--- config.mk ---
export PLATFORM = sky130hd
export DESIGN_NAME = tlsam_ram
export DESIGN_NICKNAME = d
export VERILOG_FILES = /design/src/design/tlsam_ram.sv
export SDC_FILE = /design/constraint.sdc
export NUM_CORES = 1
export LEC_CHECK = 0
export ABC_AREA = 1
export BUFFER_PORTS_ARGS = -buffer_cell sky130_fd_sc_hd__buf_2
export CAP_MARGIN = 20
export CORE_MARGIN = 10
export CORE_UTILIZATION = 48
export DETAILED_ROUTE_END_ITERATION = 12
export PLACE_DENSITY_LB_ADDON = 0.08
export REMOVE_ABC_BUFFERS = 1
export SLEW_MARGIN = 20
export SYNTH_ARGS = -nofsm -noshare
export SYNTH_HDL_FRONTEND = slang
export SYNTH_SLANG_ARGS = --single-unit
--- constraint.sdc ---
create_clock -name clock -period 4.47 [get_ports clock]
set_clock_uncertainty 0.15 [all_clocks]
set_input_delay 0.6705 -clock clock [delete_from_list [all_inputs] [get_ports clock]]
set_output_delay 0.6705 -clock clock [all_outputs]
set_load 0.02 [all_outputs]
--- src/design/tlsam_ram.sv ---
// Generic single-port synchronous RAM with a registered read.
// Used for the first-level slot table and the leaf store; no dependencies.
module tlsam_ram #(
   parameter int WIDTH = 8,
   parameter int DEPTH = 16
) (
   input  logic                     clock,
   input  logic                     we,
   input  logic [$clog2(DEPTH)-1:0] addr,
   input  logic [WIDTH-1:0]         wdata,
   output logic [WIDTH-1:0]         rdata
);

   logic [WIDTH-1:0] mem [DEPTH];
   logic [WIDTH-1:0] rdata_ff;

   always_ff @(posedge clock) begin
      if (we) begin
         mem[addr] <= wdata;
      end
      rdata_ff <= mem[addr];
   end

   assign rdata = rdata_ff;

endmodule

# Yosys cells after proc, flatten, opt, wreduce, memory -nomap -nowiden
# Memories as Yosys holds them, arrays and structs flattened. A register that Yosys moved wholly into a read port is not among the register bits.
# Cells that the tools add are included.
# word_totals
register_bits	0
mem_bits_rw	128
inputBits	14
output_inout_bits	8
wordCells	3
n_memories	1
# memory_table
memory	depth	width	read_ports	rd_ports_with_merged_regs	wr	line	rtl
mem	16	8	1	1	1	14	logic [WIDTH-1:0] mem [DEPTH];
# classes
n_mux	2
# ops
op	count
1-bit 2-to-1 mux	2

# Logic depth before layout (Yosys ltp)
# depth
word_depth	2
depth_mapped	11
depth_no_buf	9

# Worst setup path before layout
# No wires, ideal clock.
# synth_path
kind	input port to flip-flop
start	input port addr[1]
end	memory mem[3][0], enable pin
setup_ns	0.370
arrival_ns	1.677
path_slack_ns	2.272
stages	4
path_cell_list	buf_2 -> clkbuf_1 -> nand3_1 -> nor2_1
# synth_rtl
element	line	rtl
start: declaration	9	input logic [$clog2(DEPTH)-1:0] addr,
end: declaration	14	
# Straight into the memory's write port.

# Worst setup path after layout
# layout_path
start	input port addr[1]
end	memory mem[1][6], enable pin
# Straight into the memory's write port.

==> flow_metrics.env <==
export IMPL_p_per_area_nw_per_um2=456
export IMPL_synth_fa_ha_area_share_pct=0
export IMPL_hp_start="wdata[0]"
export IMPL_hold_class="input port to flop"
export IMPL_synth_cell_types=11
export IMPL_synth_area_mux_share_pct=0
export IMPL_area_growth_syn_to_layout_pct=12.9
export IMPL_numCtsBuffers=17
export IMPL_rsz0062_at_grt="false"
export IMPL_grt_total_usage_pct=16.1
export IMPL_ctsLongestPathBuffers=2
export IMPL_syn_avg_cell_area_um2=10.2
export IMPL_clock_latency_ns=0.42
export IMPL_cp_required_ns=4.35
export IMPL_cts_tree="yes"
export IMPL_rows=39
export IMPL_worst_slew_pin_slew_ns=0.906
export IMPL_cp_max_fo=35
export IMPL_ios=22
export IMPL_fmax_mhz=408
export IMPL_die_area_um2=16400
export IMPL_whs_endpoint="mem[5][0]"
export IMPL_reg2reg_to="rdata[5]"
export IMPL_worstReg2RegStart="mem[6][5]"
export IMPL_first_global_vias=3492
export IMPL_synth_area_um2=5590
export IMPL_status="finished clean"
export IMPL_gp_congestion=0.839
export IMPL_core_um2=11400
export IMPL_regArea_um2=4000
export IMPL_dieWidth_um=128
export IMPL_synthXorXnorAreaFrac_pct=0
export IMPL_cts_resized=0
export IMPL_intPower_mw=2.26
export IMPL_rrSetupSlack_ns=3.29
export IMPL_post_cts_buffers=0
export IMPL_multi_input_area_um2=1390
export IMPL_finalPower_mw=2.88
export IMPL_clkSlewWorstSetupHoldPaths_ns=0.06
export IMPL_layout_drive_gt1_share_pct=8.40
export IMPL_viasPerCell=4.98
export IMPL_nets=584
export IMPL_maxCapViolCount=0
export IMPL_end_kind="flop"
export IMPL_dr_first_iter_drc_count=273
export IMPL_setup_viol=0
export IMPL_portBuffers=21
export IMPL_crit_path_start_kind="input port"
export IMPL_initial_core_util_pct=49.0
export IMPL_insertedDiodeCount=0
export IMPL_fp_dieH_um=128
export IMPL_yosysWarnings=0
export IMPL_synth_compound_area_share_pct=0
export IMPL_h_tree_depth=4
export IMPL_swShare_pct=21.5
export IMPL_slew_headroom_pct=39.4
export IMPL_drc=0
export IMPL_routedWlPerCell_um=17.5
export IMPL_finalSetupTns_ns=0
export IMPL_synth_top_family_by_area="simple AND/OR/NAND/NOR gates"
export IMPL_drt_pass1_iter_count=5
export IMPL_detail_route_antenna_nets=0
export IMPL_holdPathStages=1
export IMPL_yosysSeqAreaShare_pct=71.6
export IMPL_fin_crit_ns=2.45
export IMPL_power_frac_comb_pct=6.1
export IMPL_dp_hpwl_mm=7.95
export IMPL_leakagePower_nw=2.70
export IMPL_seqPwrFrac_pct=49.8
export IMPL_synth_seq_cells=136
export IMPL_irDropWorstVdd_uv=290
export IMPL_wirelength_mm=12.7
export IMPL_p_clk_share_pct=44.0
export IMPL_netlist_instances=548
export IMPL_grt_pass1_wl_mm=19.7
export IMPL_clockRootBuffer="clkbuf_16"
export IMPL_fin_crit_sh_pct=54.8
export IMPL_gr_total_overflow=0
export IMPL_antenna_found_initial=0
export IMPL_power_switching_mw=0.619
export IMPL_grt_max_degree=45
export IMPL_n_fill_cell=1050
export IMPL_arrival_ns=2.33
export IMPL_hold_buffers=0
export IMPL_slew_violations=0
export IMPL_clkSinkCount=136
export IMPL_finalHoldViolations=0
export IMPL_rr_worst_depth=8
export IMPL_synthSimpleGateAreaFrac_pct=24.8
export IMPL_crit_type="input port to flop"
export IMPL_via_count=3618
## metal layers
metal / up-vias / global-route usage, % / wire, um / share of wire [%]
met5: - / 0 / 0 / 0
met4: 0 / 6.42 / 217 / 1.7
met3: 20 / 3.80 / 668 / 5.3
met2: 89 / 23.7 / 5720 / 45
met1: 1717 / 22.5 / 6070 / 48
li1: 1792 / - / - / -
## logic make-up after synthesis
family	Yosys count
buffers and inverters	44
flip-flops	136
AND/OR/NAND/NOR	368
## area by class of cell
cell class | instances | area share [%]
sequential | 136 | 63.4
clock buffer | 27 | 7.65
clock inverter | 5 | 0.792
multi-input combinational | 368 | 21.9
tap | 143 | 2.83
timing repair buffer | 24 | 2.02
inverter | 23 | 1.37
## power groups by stage
| stage | sequential, mW | clock (mW) | combinational (mW) |
|---|---|---|---|
| floorplan | 1.47 | 0 | 0.0815 |
| global placement | 1.46 | 0 | 0.177 |
| detailed placement | 1.46 | 0 | 0.178 |
| CTS | 1.43 | 1.28 | 0.178 |
| global route | 1.44 | 1.33 | 0.200 |
| finish | 1.43 | 1.27 | 0.177 |
## through the flow
stage	cell area, um2	util [%]	worst slack, ns	hold slack [ns]	instances
after CTS	6320	55.3	1.99	0.528	726
final	6320	55.3	2.02	0.534	726
after global routing	6320	55.3	1.82	0.536	726
after floorplan	5480	-	2.08	0.493	527
after global placement	5780	50.6	1.63	0.541	694
after detailed placement	5780	50.6	1.55	0.575	694
## state kept, by name, indices dropped and copies added, names as in the netlist
| signal | flops |
|---|---|
| mem | 128 |
| rdata | 8 |
## placed cells by master (no fill, tap or decap)
cell type / instances
nand2_1: 346
edfxtp_1: 128
inv_1: 21
buf_2: 21
nor2_1: 18
clkbuf_16: 17
clkbuf_1: 8
dfxtp_1: 8
nand3_1: 4
clkinv_2: 4
buf_4: 3
clkbuf_8: 2
inv_2: 1
clkinv_1: 1
bufinv_16: 1
## worst max-delay path, stage by stage
cell and delay (ns):
buf_2 0.29, clkinv_1 0.39, nand3_1 0.22, nor2_1 0.74
## worst max-delay path by stage
stage / from / to / slack [ns] / cells after the start
after detailed placement: addr[0] / mem[0][4] / 1.55 / 4
after CTS: addr[0] / mem[0][2] / 1.99 / 4
after floorplan: addr[0] / mem[6][0] / 2.08 / 3
after global placement: addr[0] / mem[0][6] / 1.63 / 4
after global routing: addr[0] / mem[10][7] / 1.82 / 4
final: addr[1] / mem[1][6] / 2.02 / 4
## synth_stat cells
cell | instances | area share, %
nand2_1 | 346 | 23
edfxtp_1 | 128 | 69
inv_1 | 21 | 1.4
nor2_1 | 18 | 1.2
buf_2 | 12 | 1.1
dfxtp_1 | 8 | 2.9
buf_4 | 6 | 0.81
nand3_1 | 4 | 0.36
clkbuf_1 | 3 | 0.20
clkinv_1 | 1 | 0.067
inv_2 | 1 | 0.067
Power figures use the tool's default switching activity.
