<file path="config.mk">
export PLATFORM = sky130hd
export DESIGN_NAME = tlsam_seq
export DESIGN_NICKNAME = d
export VERILOG_FILES = /design/src/design/tlsam_pkg.sv /design/src/design/tlsam_seq.sv
export SDC_FILE = /design/constraint.sdc
export NUM_CORES = 1
export LEC_CHECK = 0
export ABC_AREA = 1
export CAP_MARGIN = 10
export CELL_PAD_IN_SITES_DETAIL_PLACEMENT = 1
export CELL_PAD_IN_SITES_GLOBAL_PLACEMENT = 2
export CORE_MARGIN = 5
export CORE_UTILIZATION = 25
export DETAILED_ROUTE_END_ITERATION = 7
export DONT_BUFFER_PORTS = 1
export GPL_TIMING_DRIVEN = 0
export PLACE_DENSITY = 0.72
export SLEW_MARGIN = 5
export SYNTH_ARGS = -nofsm -noshare
export SYNTH_HDL_FRONTEND = slang
export SYNTH_SLANG_ARGS = --single-unit
</file>
<file path="constraint.sdc">
create_clock -name clock -period 7.3 [get_ports clock]
set_input_delay 0.73 -clock clock [delete_from_list [all_inputs] [get_ports clock]]
set_output_delay 0.73 -clock clock [all_outputs]
set_load 0.05 [all_outputs]
</file>
<file path="src/design/tlsam_pkg.sv">
// Package for the two-level span address map.
// Holds the request and response payload types, request codes, sequencer states and defaults.
// Depends on nothing; tlsam_seq and the top level import it.
package tlsam_pkg;

   localparam int ADDR_BITS  = 48;
   localparam int L1_SHIFT   = 32;
   localparam int L2_SHIFT   = 16;
   localparam int BLK_BITS   = ADDR_BITS - L2_SHIFT;
   localparam int SLOT_OFS   = L1_SHIFT - L2_SHIFT;
   localparam int COUNT_BITS = 5;
   localparam int ID_BITS    = 10;

   localparam int FIRST_LEVEL_BITS_DEF  = 16;
   localparam int SECOND_LEVEL_BITS_DEF = 16;
   localparam int LEAF_POOL_DEF         = 16;
   localparam int MAX_BLOCKS_DEF        = 16;
   localparam int DESC_BITS_DEF         = 10;

   localparam logic [1:0] REQ_LOOKUP     = 2'd0;
   localparam logic [1:0] REQ_REGISTER   = 2'd1;
   localparam logic [1:0] REQ_UNREGISTER = 2'd2;

   typedef struct packed {
      logic [1:0]            req_type;
      logic [ADDR_BITS-1:0]  address;
      logic [COUNT_BITS-1:0] block_count;
      logic [ID_BITS-1:0]    descriptor;
   } req_payload_type;

   typedef struct packed {
      logic               found;
      logic [ID_BITS-1:0] span_id;
      logic               status;
   } rsp_payload_type;

   typedef enum logic [2:0] {
      ST_CLEAR,
      ST_IDLE,
      ST_LOOK_LEAF,
      ST_LOOK_ENTRY,
      ST_BLK_READ,
      ST_BLK_UPDATE
   } state_type;

endpackage

</file>
<file path="src/design/tlsam_seq.sv">
// Request sequencer for the two-level span address map.
// Walks the first-level table and the leaf store held in two tlsam_ram instances.
// Depends on tlsam_pkg.
module tlsam_seq #(
   parameter int FIRST_LEVEL_BITS  = tlsam_pkg::FIRST_LEVEL_BITS_DEF,
   parameter int SECOND_LEVEL_BITS = tlsam_pkg::SECOND_LEVEL_BITS_DEF,
   parameter int LEAF_POOL         = tlsam_pkg::LEAF_POOL_DEF,
   parameter int MAX_BLOCKS        = tlsam_pkg::MAX_BLOCKS_DEF,
   parameter int DESC_BITS         = tlsam_pkg::DESC_BITS_DEF,
   localparam int LEAF_BITS = (LEAF_POOL > 1) ? $clog2(LEAF_POOL) : 1,
   localparam int LS_AW     = LEAF_BITS + SECOND_LEVEL_BITS,
   localparam int DW        = (DESC_BITS < tlsam_pkg::ID_BITS) ? DESC_BITS : tlsam_pkg::ID_BITS
) (
   input  logic                          clock,
   input  logic                          reset,
   input  logic                          start,
   output logic                          busy,
   input  tlsam_pkg::req_payload_type    req_item,
   output logic                          rsp_valid,
   output tlsam_pkg::rsp_payload_type    rsp_item,
   output logic                          fl_we,
   output logic [FIRST_LEVEL_BITS-1:0]   fl_addr,
   output logic [LEAF_BITS:0]            fl_wdata,
   input  logic [LEAF_BITS:0]            fl_rdata,
   output logic                          ls_we,
   output logic [LS_AW-1:0]              ls_addr,
   output logic [DW-1:0]                 ls_wdata,
   input  logic [DW-1:0]                 ls_rdata
);

   import tlsam_pkg::*;

   localparam int CLRW = (FIRST_LEVEL_BITS > LS_AW) ? FIRST_LEVEL_BITS : LS_AW;
   localparam int CNTW = $clog2(LEAF_POOL + 1);
   localparam int LW   = $clog2(MAX_BLOCKS + 1);

   state_type             state_ff, state_in;
   req_payload_type       req_ff, req_in;
   logic [BLK_BITS-1:0]   blk_ff, blk_in;
   logic [LW-1:0]         left_ff, left_in;
   logic [CNTW-1:0]       leaves_ff, leaves_in;
   logic [CLRW-1:0]       clr_ff, clr_in;
   rsp_payload_type       rsp_ff, rsp_in;
   logic                  rsp_valid_ff, rsp_valid_in;

   logic [6:0]                   count_sat;
   logic [FIRST_LEVEL_BITS-1:0]  cur_slot;
   logic [SECOND_LEVEL_BITS-1:0] cur_entry;
   logic                         is_reg;
   logic                         slot_hit;
   logic [LEAF_BITS-1:0]         slot_leaf;

   always_ff @(posedge clock) begin
      if (reset) begin
         state_ff     <= ST_CLEAR;
         leaves_ff    <= '0;
         clr_ff       <= '0;
         rsp_valid_ff <= 1'b0;
      end else begin
         state_ff     <= state_in;
         leaves_ff    <= leaves_in;
         clr_ff       <= clr_in;
         rsp_valid_ff <= rsp_valid_in;
      end
      req_ff  <= req_in;
      blk_ff  <= blk_in;
      left_ff <= left_in;
      rsp_ff  <= rsp_in;
   end

   assign cur_slot  = blk_ff[SLOT_OFS +: FIRST_LEVEL_BITS];
   assign cur_entry = blk_ff[SECOND_LEVEL_BITS-1:0];
   assign is_reg    = (req_ff.req_type == REQ_REGISTER);
   assign slot_hit  = fl_rdata[LEAF_BITS];
   assign slot_leaf = fl_rdata[LEAF_BITS-1:0];

   always_comb begin
      count_sat = 7'(req_item.block_count);
      if (count_sat > 7'(MAX_BLOCKS)) begin
         count_sat = 7'(MAX_BLOCKS);
      end
   end

   always_comb begin
      state_in     = state_ff;
      req_in       = req_ff;
      blk_in       = blk_ff;
      left_in      = left_ff;
      leaves_in    = leaves_ff;
      clr_in       = clr_ff;
      rsp_in       = rsp_ff;
      rsp_valid_in = 1'b0;
      busy         = 1'b1;
      fl_we        = 1'b0;
      fl_addr      = cur_slot;
      fl_wdata     = '0;
      ls_we        = 1'b0;
      ls_addr      = {slot_leaf, cur_entry};
      ls_wdata     = '0;

      case (state_ff)
         ST_CLEAR: begin
            fl_we   = (32'(clr_ff) < (32'd1 << FIRST_LEVEL_BITS));
            fl_addr = clr_ff[FIRST_LEVEL_BITS-1:0];
            ls_we   = 1'b1;
            ls_addr = clr_ff[LS_AW-1:0];
            clr_in  = clr_ff + 1'b1;
            if (&clr_ff) begin
               state_in = ST_IDLE;
            end
         end
         ST_IDLE: begin
            busy    = 1'b0;
            fl_addr = req_item.address[L1_SHIFT +: FIRST_LEVEL_BITS];
            if (start) begin
               req_in  = req_item;
               blk_in  = req_item.address[ADDR_BITS-1:L2_SHIFT];
               left_in = LW'(count_sat);
               if (req_item.req_type == REQ_LOOKUP) begin
                  state_in = ST_LOOK_LEAF;
               end else if ((req_item.req_type == REQ_REGISTER ||
                             req_item.req_type == REQ_UNREGISTER) && count_sat != 7'd0) begin
                  state_in = ST_BLK_UPDATE;
               end else begin
                  rsp_in       = '0;
                  rsp_valid_in = 1'b1;
               end
            end
         end
         ST_LOOK_LEAF: begin
            if (slot_hit) begin
               state_in = ST_LOOK_ENTRY;
            end else begin
               rsp_in       = '0;
               rsp_valid_in = 1'b1;
               state_in     = ST_IDLE;
            end
         end
         ST_LOOK_ENTRY: begin
            rsp_in         = '0;
            rsp_in.found   = |ls_rdata;
            rsp_in.span_id = ID_BITS'(ls_rdata);
            rsp_valid_in   = 1'b1;
            state_in       = ST_IDLE;
         end
         ST_BLK_READ: begin
            state_in = ST_BLK_UPDATE;
         end
         ST_BLK_UPDATE: begin
            if (!slot_hit && is_reg && leaves_ff >= CNTW'(LEAF_POOL)) begin
               rsp_in        = '0;
               rsp_in.status = 1'b1;
               rsp_valid_in  = 1'b1;
               state_in      = ST_IDLE;
            end else begin
               if (slot_hit) begin
                  ls_we    = 1'b1;
                  ls_wdata = is_reg ? req_ff.descriptor[DW-1:0] : '0;
               end else if (is_reg) begin
                  fl_we     = 1'b1;
                  fl_wdata  = {1'b1, leaves_ff[LEAF_BITS-1:0]};
                  ls_we     = 1'b1;
                  ls_addr   = {leaves_ff[LEAF_BITS-1:0], cur_entry};
                  ls_wdata  = req_ff.descriptor[DW-1:0];
                  leaves_in = leaves_ff + 1'b1;
               end
               if (left_ff == LW'(1)) begin
                  rsp_in       = '0;
                  rsp_valid_in = 1'b1;
                  state_in     = ST_IDLE;
               end else begin
                  left_in  = left_ff - 1'b1;
                  blk_in   = blk_ff + 1'b1;
                  state_in = ST_BLK_READ;
               end
            end
         end
         default: begin
            state_in = ST_IDLE;
         end
      endcase
   end

   assign rsp_valid = rsp_valid_ff;
   assign rsp_item  = rsp_ff;

   a_leaves_bound: assert property (@(posedge clock) disable iff (reset)
      leaves_ff <= CNTW'(LEAF_POOL))
      else $error("leaf pool counter ran past the pool size");

   a_leaves_step: assert property (@(posedge clock) disable iff (reset)
      1'b1 |=> (leaves_ff == $past(leaves_ff)) || (leaves_ff == $past(leaves_ff) + 1'b1))
      else $error("leaf pool counter moved by more than one");

   a_status_reg: assert property (@(posedge clock) disable iff (reset)
      rsp_valid_ff && rsp_ff.status |-> req_ff.req_type == REQ_REGISTER)
      else $error("pool exhaustion reported for a request other than register");

   a_found_id: assert property (@(posedge clock) disable iff (reset)
      rsp_valid_ff && rsp_ff.found |-> rsp_ff.span_id != '0 && !rsp_ff.status)
      else $error("hit reported with an empty descriptor");

   a_fl_write: assert property (@(posedge clock) disable iff (reset)
      fl_we |-> state_ff == ST_CLEAR || (state_ff == ST_BLK_UPDATE && is_reg && !slot_hit))
      else $error("first-level table written outside clearing or leaf allocation");

endmodule

</file>
# After elaboration in Yosys (flattened, before gate mapping)
# Cells that the tools add are included.
# totals
register_bits	90
wordCells	106
# classes
add_sub_neg	4
magnitude_cmp	3
eq_ne	18
mux	51
bitwise	2
reduce_logical	17
# op_table
operator	n
$mux W32	3
$mux W12	6
$pmux W32 S2	1
$mux W20	3
$pmux W12 S4	1
$mux W5	8
$pmux W20 S2	1
$add A32 B1 Y32 const B	1
$pmux W16 S2	1
$mux W10	3
$add A20 B1 Y20 const B	1
$lt A20 B17 Y1 const B	1
$reduce_and A20 Y1	1
$mux W3	6
$pmux W3 S5	1
$ne A2 B2 Y1 const B	7
$mux W1	12
$pmux W5 S2	1
$reduce_or A10 Y1	1
$reduce_and A4 Y1	2
$reduce_bool A7 Y1	1
$eq A3 B2 Y1 const B	2
$eq A3 B3 Y1 const B	2
$ne A3 B3 Y1 const B	2
22 further kinds	27

# Longest topological paths before layout
# logic_depth
depth_word	8
mapped_depth	11
mapped_depth_nobuf	11

# Worst setup path before layout
# Ideal clock, no wire load.
# synth_path
path_type	input port to flip-flop
startpoint	input fl_rdata[4]
endpoint	register blk_ff[0] (enable)
setup_ns	0.432
arrival_ns	2.660
setup_slack_ns	4.208
stages	6
path_buffers	0
path_cell_list	inv_1 -> nand3_1 -> nand2_1 -> nand2_1 -> nand2_1 -> nor2_1
# synth_between
elab_chain_len	5
# synth_lines
element	line_no	rtl
start: declaration	tlsam_seq.sv:24	input logic [LEAF_BITS:0] fl_rdata,
$logic_not A1 Y1	tlsam_seq.sv:150	if (!slot_hit && is_reg && leaves_ff >= CNTW'(LEAF_POOL)) begin
$logic_and A1 B1 Y1 (2 in series)	tlsam_seq.sv:150	
$ne A2 B2 Y1 (no line)	-	
$reduce_and A4 Y1 (no line)	-	
end signal: assignment	tlsam_seq.sv:66	blk_ff <= blk_in;
end: declaration	tlsam_seq.sv:39	logic [BLK_BITS-1:0] blk_ff, blk_in;
# No other way between the ends.
# A chain may end at the register's enable or synchronous reset.

# Final worst setup path
# layout_path
startpoint	register state_ff[1]
endpoint	output fl_addr[11]
# layout_between
elab_chain_len	2
# layout_lines
element	line_no	rtl
start: declaration	tlsam_seq.sv:37	state_type state_ff, state_in;
start signal: assignment	tlsam_seq.sv:60	state_ff <= state_in;
$eq A3 B1 Y1 or $logic_not A3 Y1 (tied branches)	tlsam_seq.sv:101	case (state_ff)
$pmux W16 S2 *	tlsam_seq.sv:101	
end: declaration	tlsam_seq.sv:22	output logic [FIRST_LEVEL_BITS-1:0] fl_addr,
# Every way passes the cells marked *; elsewhere a longest branch is shown, timed or not.

==> results.txt <==
- First-pass detailed-route iteration total: 4
- Number of synthesized flops with an enable pin: 61
- The share of total power dissipated in sequential elements is 0.445.
- Measured slew at the worst slew-check pin: 1.259 ns
- Power density normalized to cell area: 218.6 nW/um2
* Flop and latch count out of synthesis: 90
- Final min period: 3.519 ns
- Kind of end point of the critical path: primary output
- Buffers placed on the I/O ports in this run total 0.
* Setup repair after global routing missed its margin: false
- Averaged over all synthesized cells, the footprint is 7.123 um2.
- For this run, the share of the core covered by cells in the final layout is 0.2855.
- Syn nets: 867
- After clock tree synthesis, the setup repair step added 0 buffers.
- The clock arrives with 0.005238 ns of skew.
- LEAKAGE: 0.002481 uW
* Antenna fix cells: 0
- The clock passes through at most 2 buffers.
- The synthesized netlist occupies a cell area of 5542 um2.
- The worst pin sits at a relative slew slack of 0.1567.
- Count of hold buffers inserted by post-cts repair: 0
- Sum of overflow across all layers after global routing: 0
- Clock share of power: 0.362
* Width of the die: 158.9 um
- After detailed routing, the number of remaining DRC violations is 0.
* Number of gates given a new drive strength after cts: 0
- Clock sink total: 90
* Switching pwr: 493.6 uW
* Setup Crit Path Kind: reg -> out
* Post-Layout Inst Area: 6231 um2
- R2r endpoint: leaves_ff[0]
- For this run, the leading register cell type out of synthesis is sky130_fd_sc_hd__edfxtp_1.
- Of the total power, the share spent switching nets is 0.3624.
- The final hold violation count came to 0.
- After clock tree synthesis, the clock-pin slew on the worst setup and hold paths is 0.08 ns.
- For this configuration, the core starts out at a cell density of 0.2539.
* Layout-stage area growth over the synthesis result: 12.44%
- Count of unique library cells instantiated by Yosys: 36
* Leading cell type in the layout, fill and taps excluded: sky130_fd_sc_hd__nand2_1
* Vias in the first global route: 5172
- Highest achievable clock rate: 284.2 MHz
- The worst register-to-register path has a setup slack of 4.99 ns.
* Cells on worst reg2reg path: 6
- Yosys warning count: 0
- Top library cells by usage in the layout, fill and taps aside: sky130_fd_sc_hd__nand2_1 (268), sky130_fd_sc_hd__nor2_1 (99), sky130_fd_sc_hd__inv_1 (92), sky130_fd_sc_hd__edfxtp_1 (61), sky130_fd_sc_hd__nand3_1 (36)
* Initial antenna violation count: 0
* Number of H-tree levels: 3
* Family with the most delay on the worst path: simple AND/OR/NAND/NOR gates
- Syn Inst Count: 778
* Endpoint of the worst hold-timing path: req_ff[1]
- The number of pins exceeding their max-slew limit in the final report is 0.
- In this run the worst path has a maximum fanout of 10.
- In this run the remaining antenna-violating nets after routing total 0.
- Die outline area: 25240 um2
* Hold_sp: req_item[1]
* Count of filler cells inserted in the layout: 2693
- Proportion of power drawn by combinational gates: 0.193
- The cell sitting at the root of the clock tree is a sky130_fd_sc_hd__clkbuf_16.
- The flow ran to the end, and the final reports show no timing, DRC or antenna violations.
- TritonCTS created 9 clock buffers.
- Register area share after synthesis: 0.4353
- Kind of path behind the tightest hold check: in -> reg
- Die Y-Extent: 158.9 um
- Detailed placement finished with a half-perimeter wire length of 16.50 mm.
- After the first detailed-routing iteration, the DRC count stood at 293.
- Routability-driven placement finished with a final weighted congestion of 0.8488.
- Critical path launch point type: flip-flop
- Core Rows: 54
* Largest voltage drop on the vdd net: 0.08699 mV
- Required time worst endpoint: 6.57 ns
- The later pin in the worst-skew pair is clocked with a latency of 0.36 ns.
* Number of instances on the worst hold path: 0
- Max-cap violations in this run came to 0.
* Detailed Route WL: 20.73 mm
- Dividing the detail-routed via count by the number of cells gives 4.703.
- Setup violations remaining at the end of the flow were counted as 0.
* Reg2reg start: state_ff[0]
* Overall routing resource usage: 0.1619
- The critical path contains buffers and inverters numbering 2 combined.
- The first global-routing pass estimated 31.90 mm of wire.
- Of the cells placed in the final design, the portion with a size suffix greater than 1 is 0.06415.
- The core region is 21820 um2.
- The placed instances occupy a cell area of 5927 um2.
* Maximum cell stage delay along the critical path: 0.56 ns
* Cell internal pwr: 868.6 uW
- Layout Nets: 879
* Sum of negative setup slack: 0 ns
- Async set-reset flop share out of synthesis: 0
- Walking the worst path, the cells encountered are nor2_4 > nand2_2 > inv_1 > buf_2 > nand2_1 > o211ai_1.
- Num ports: 150
- STA puts the critical path data arrival time at 2.79 ns.
- Share of the clock period used by the worst path: 0.4820
- Entering global routing, the biggest net connects 21 pins.
* Worst path slowest cell: sky130_fd_sc_hd__o211ai_1
- Across all layers, the routed design uses 5056 vias.
* Clock tree from TritonCTS: built
- Smallest hold slack: 0.4566 ns
- Dividing the detail-routed wire length by the instance count gives 19.28 um.
==> cell usage after synthesis (2+ instances only) <==
cell type,count,area share
sky130_fd_sc_hd__nor2_1,100,0.068
sky130_fd_sc_hd__o21ai_0,41,0.037
sky130_fd_sc_hd__a21oi_1,19,0.017
sky130_fd_sc_hd__nand4_1,10,0.011
sky130_fd_sc_hd__nor2_2,5,0.0056
sky130_fd_sc_hd__nor3b_1,2,0.0027
sky130_fd_sc_hd__nor3_1,15,0.014
sky130_fd_sc_hd__nor4_1,2,0.0023
sky130_fd_sc_hd__nor2_4,3,0.0061
sky130_fd_sc_hd__edfxtp_1,61,0.33
sky130_fd_sc_hd__nand3_1,36,0.033
sky130_fd_sc_hd__nand3b_1,2,0.0027
sky130_fd_sc_hd__o221ai_1,4,0.0063
sky130_fd_sc_hd__xor2_1,13,0.021
sky130_fd_sc_hd__dfxtp_1,29,0.10
sky130_fd_sc_hd__o21ai_1,6,0.0054
sky130_fd_sc_hd__nand2_2,3,0.0034
sky130_fd_sc_hd__nor3_2,5,0.0090
sky130_fd_sc_hd__o211ai_1,16,0.022
sky130_fd_sc_hd__inv_2,6,0.0041
sky130_fd_sc_hd__xnor2_1,4,0.0063
sky130_fd_sc_hd__clkbuf_1,13,0.0088
sky130_fd_sc_hd__nand2_1,268,0.18
sky130_fd_sc_hd__buf_2,7,0.0063
sky130_fd_sc_hd__inv_1,92,0.062
sky130_fd_sc_hd__ha_1,6,0.014
==> worst max path at each step <==
stage / startpoint / endpoint / slack (ns) / cells past startpoint
finish: state_ff[1] / fl_addr[11] / 3.78 / 6
global route: state_ff[1] / fl_addr[15] / 3.66 / 6
CTS: state_ff[1] / fl_addr[11] / 3.76 / 6
detailed placement: state_ff[1] / fl_addr[11] / 4.17 / 6
global placement: fl_rdata[4] / blk_ff[0] / 2.92 / 6
floorplan: fl_rdata[4] / blk_ff[0] / 4.21 / 6
==> cells by family (layout without fill, tap and decap cells) <==
logic type                 after synthesis  in the layout  synth area share
xor gates and xnor gates                17             17           0.02687
and+or+nand+nor                        456            456            0.3479
DFF                                     90             90            0.4353
AOI/OAI and AO/OA                       91             91           0.09483
buffers and inverters                  118            135           0.08151
adders and majority gates                6              6           0.01355
==> area by class of cell <==
class	count	area, um2	share of cell area
plain buffers	20	83.83	0.01345
clock buffers	9	225.2	0.03614
clock inverters	7	78.83	0.01265
inverters	98	367.9	0.05904
multi-input cells	570	2685	0.4309
flip-flops and latches	90	2412	0.3871
well taps	280	350.3	0.05622
repair buffers	1	27.53	0.004418
==> metrics by stage <==
| stage | setup WS (ns) | cells | total power, uW |
|---|---|---|---|
| 3_5_place_dp | 4.165 | 1059 | 884.8 |
| 3_3_place_gp | 2.918 | 1058 | 878.8 |
| 2_1_floorplan | 4.208 | 778 | 811.8 |
| 4_1_cts | 3.761 | 1075 | 1376 |
| 6_report | 3.781 | 1075 | 1362 |
| 5_1_grt | 3.663 | 1075 | 1416 |
==> flip-flops by register name (all words and copies together) (netlist names) <==
name / cells
clr_ff: 20
left_ff: 5
rsp_item: 12
leaves_ff: 5
blk_ff: 32
state_ff: 3
rsp_valid: 1
req_ff: 12
==> power groups by stage <==
stage               sequential [uW]  combinational (uW)  clock, uW
floorplan                       610                 202          0
global placement                620                 259          0
detailed placement              618                 267          0
CTS                             606                 268        502
global route                    610                 285        521
finish                          606                 263        493
==> routing by layer <==
| layer | GRT usage | share of wire | up-vias |
|---|---|---|---|
| li1 | - | - | 2536 |
| met1 | 0.2085 | 0.44 | 2420 |
| met2 | 0.2709 | 0.49 | 83 |
| met3 | 0.04069 | 0.060 | 17 |
| met4 | 0.04304 | 0.011 | 0 |
| met5 | 0 | 0 | - |
Note: power is estimated with default switching activity, not from simulation.
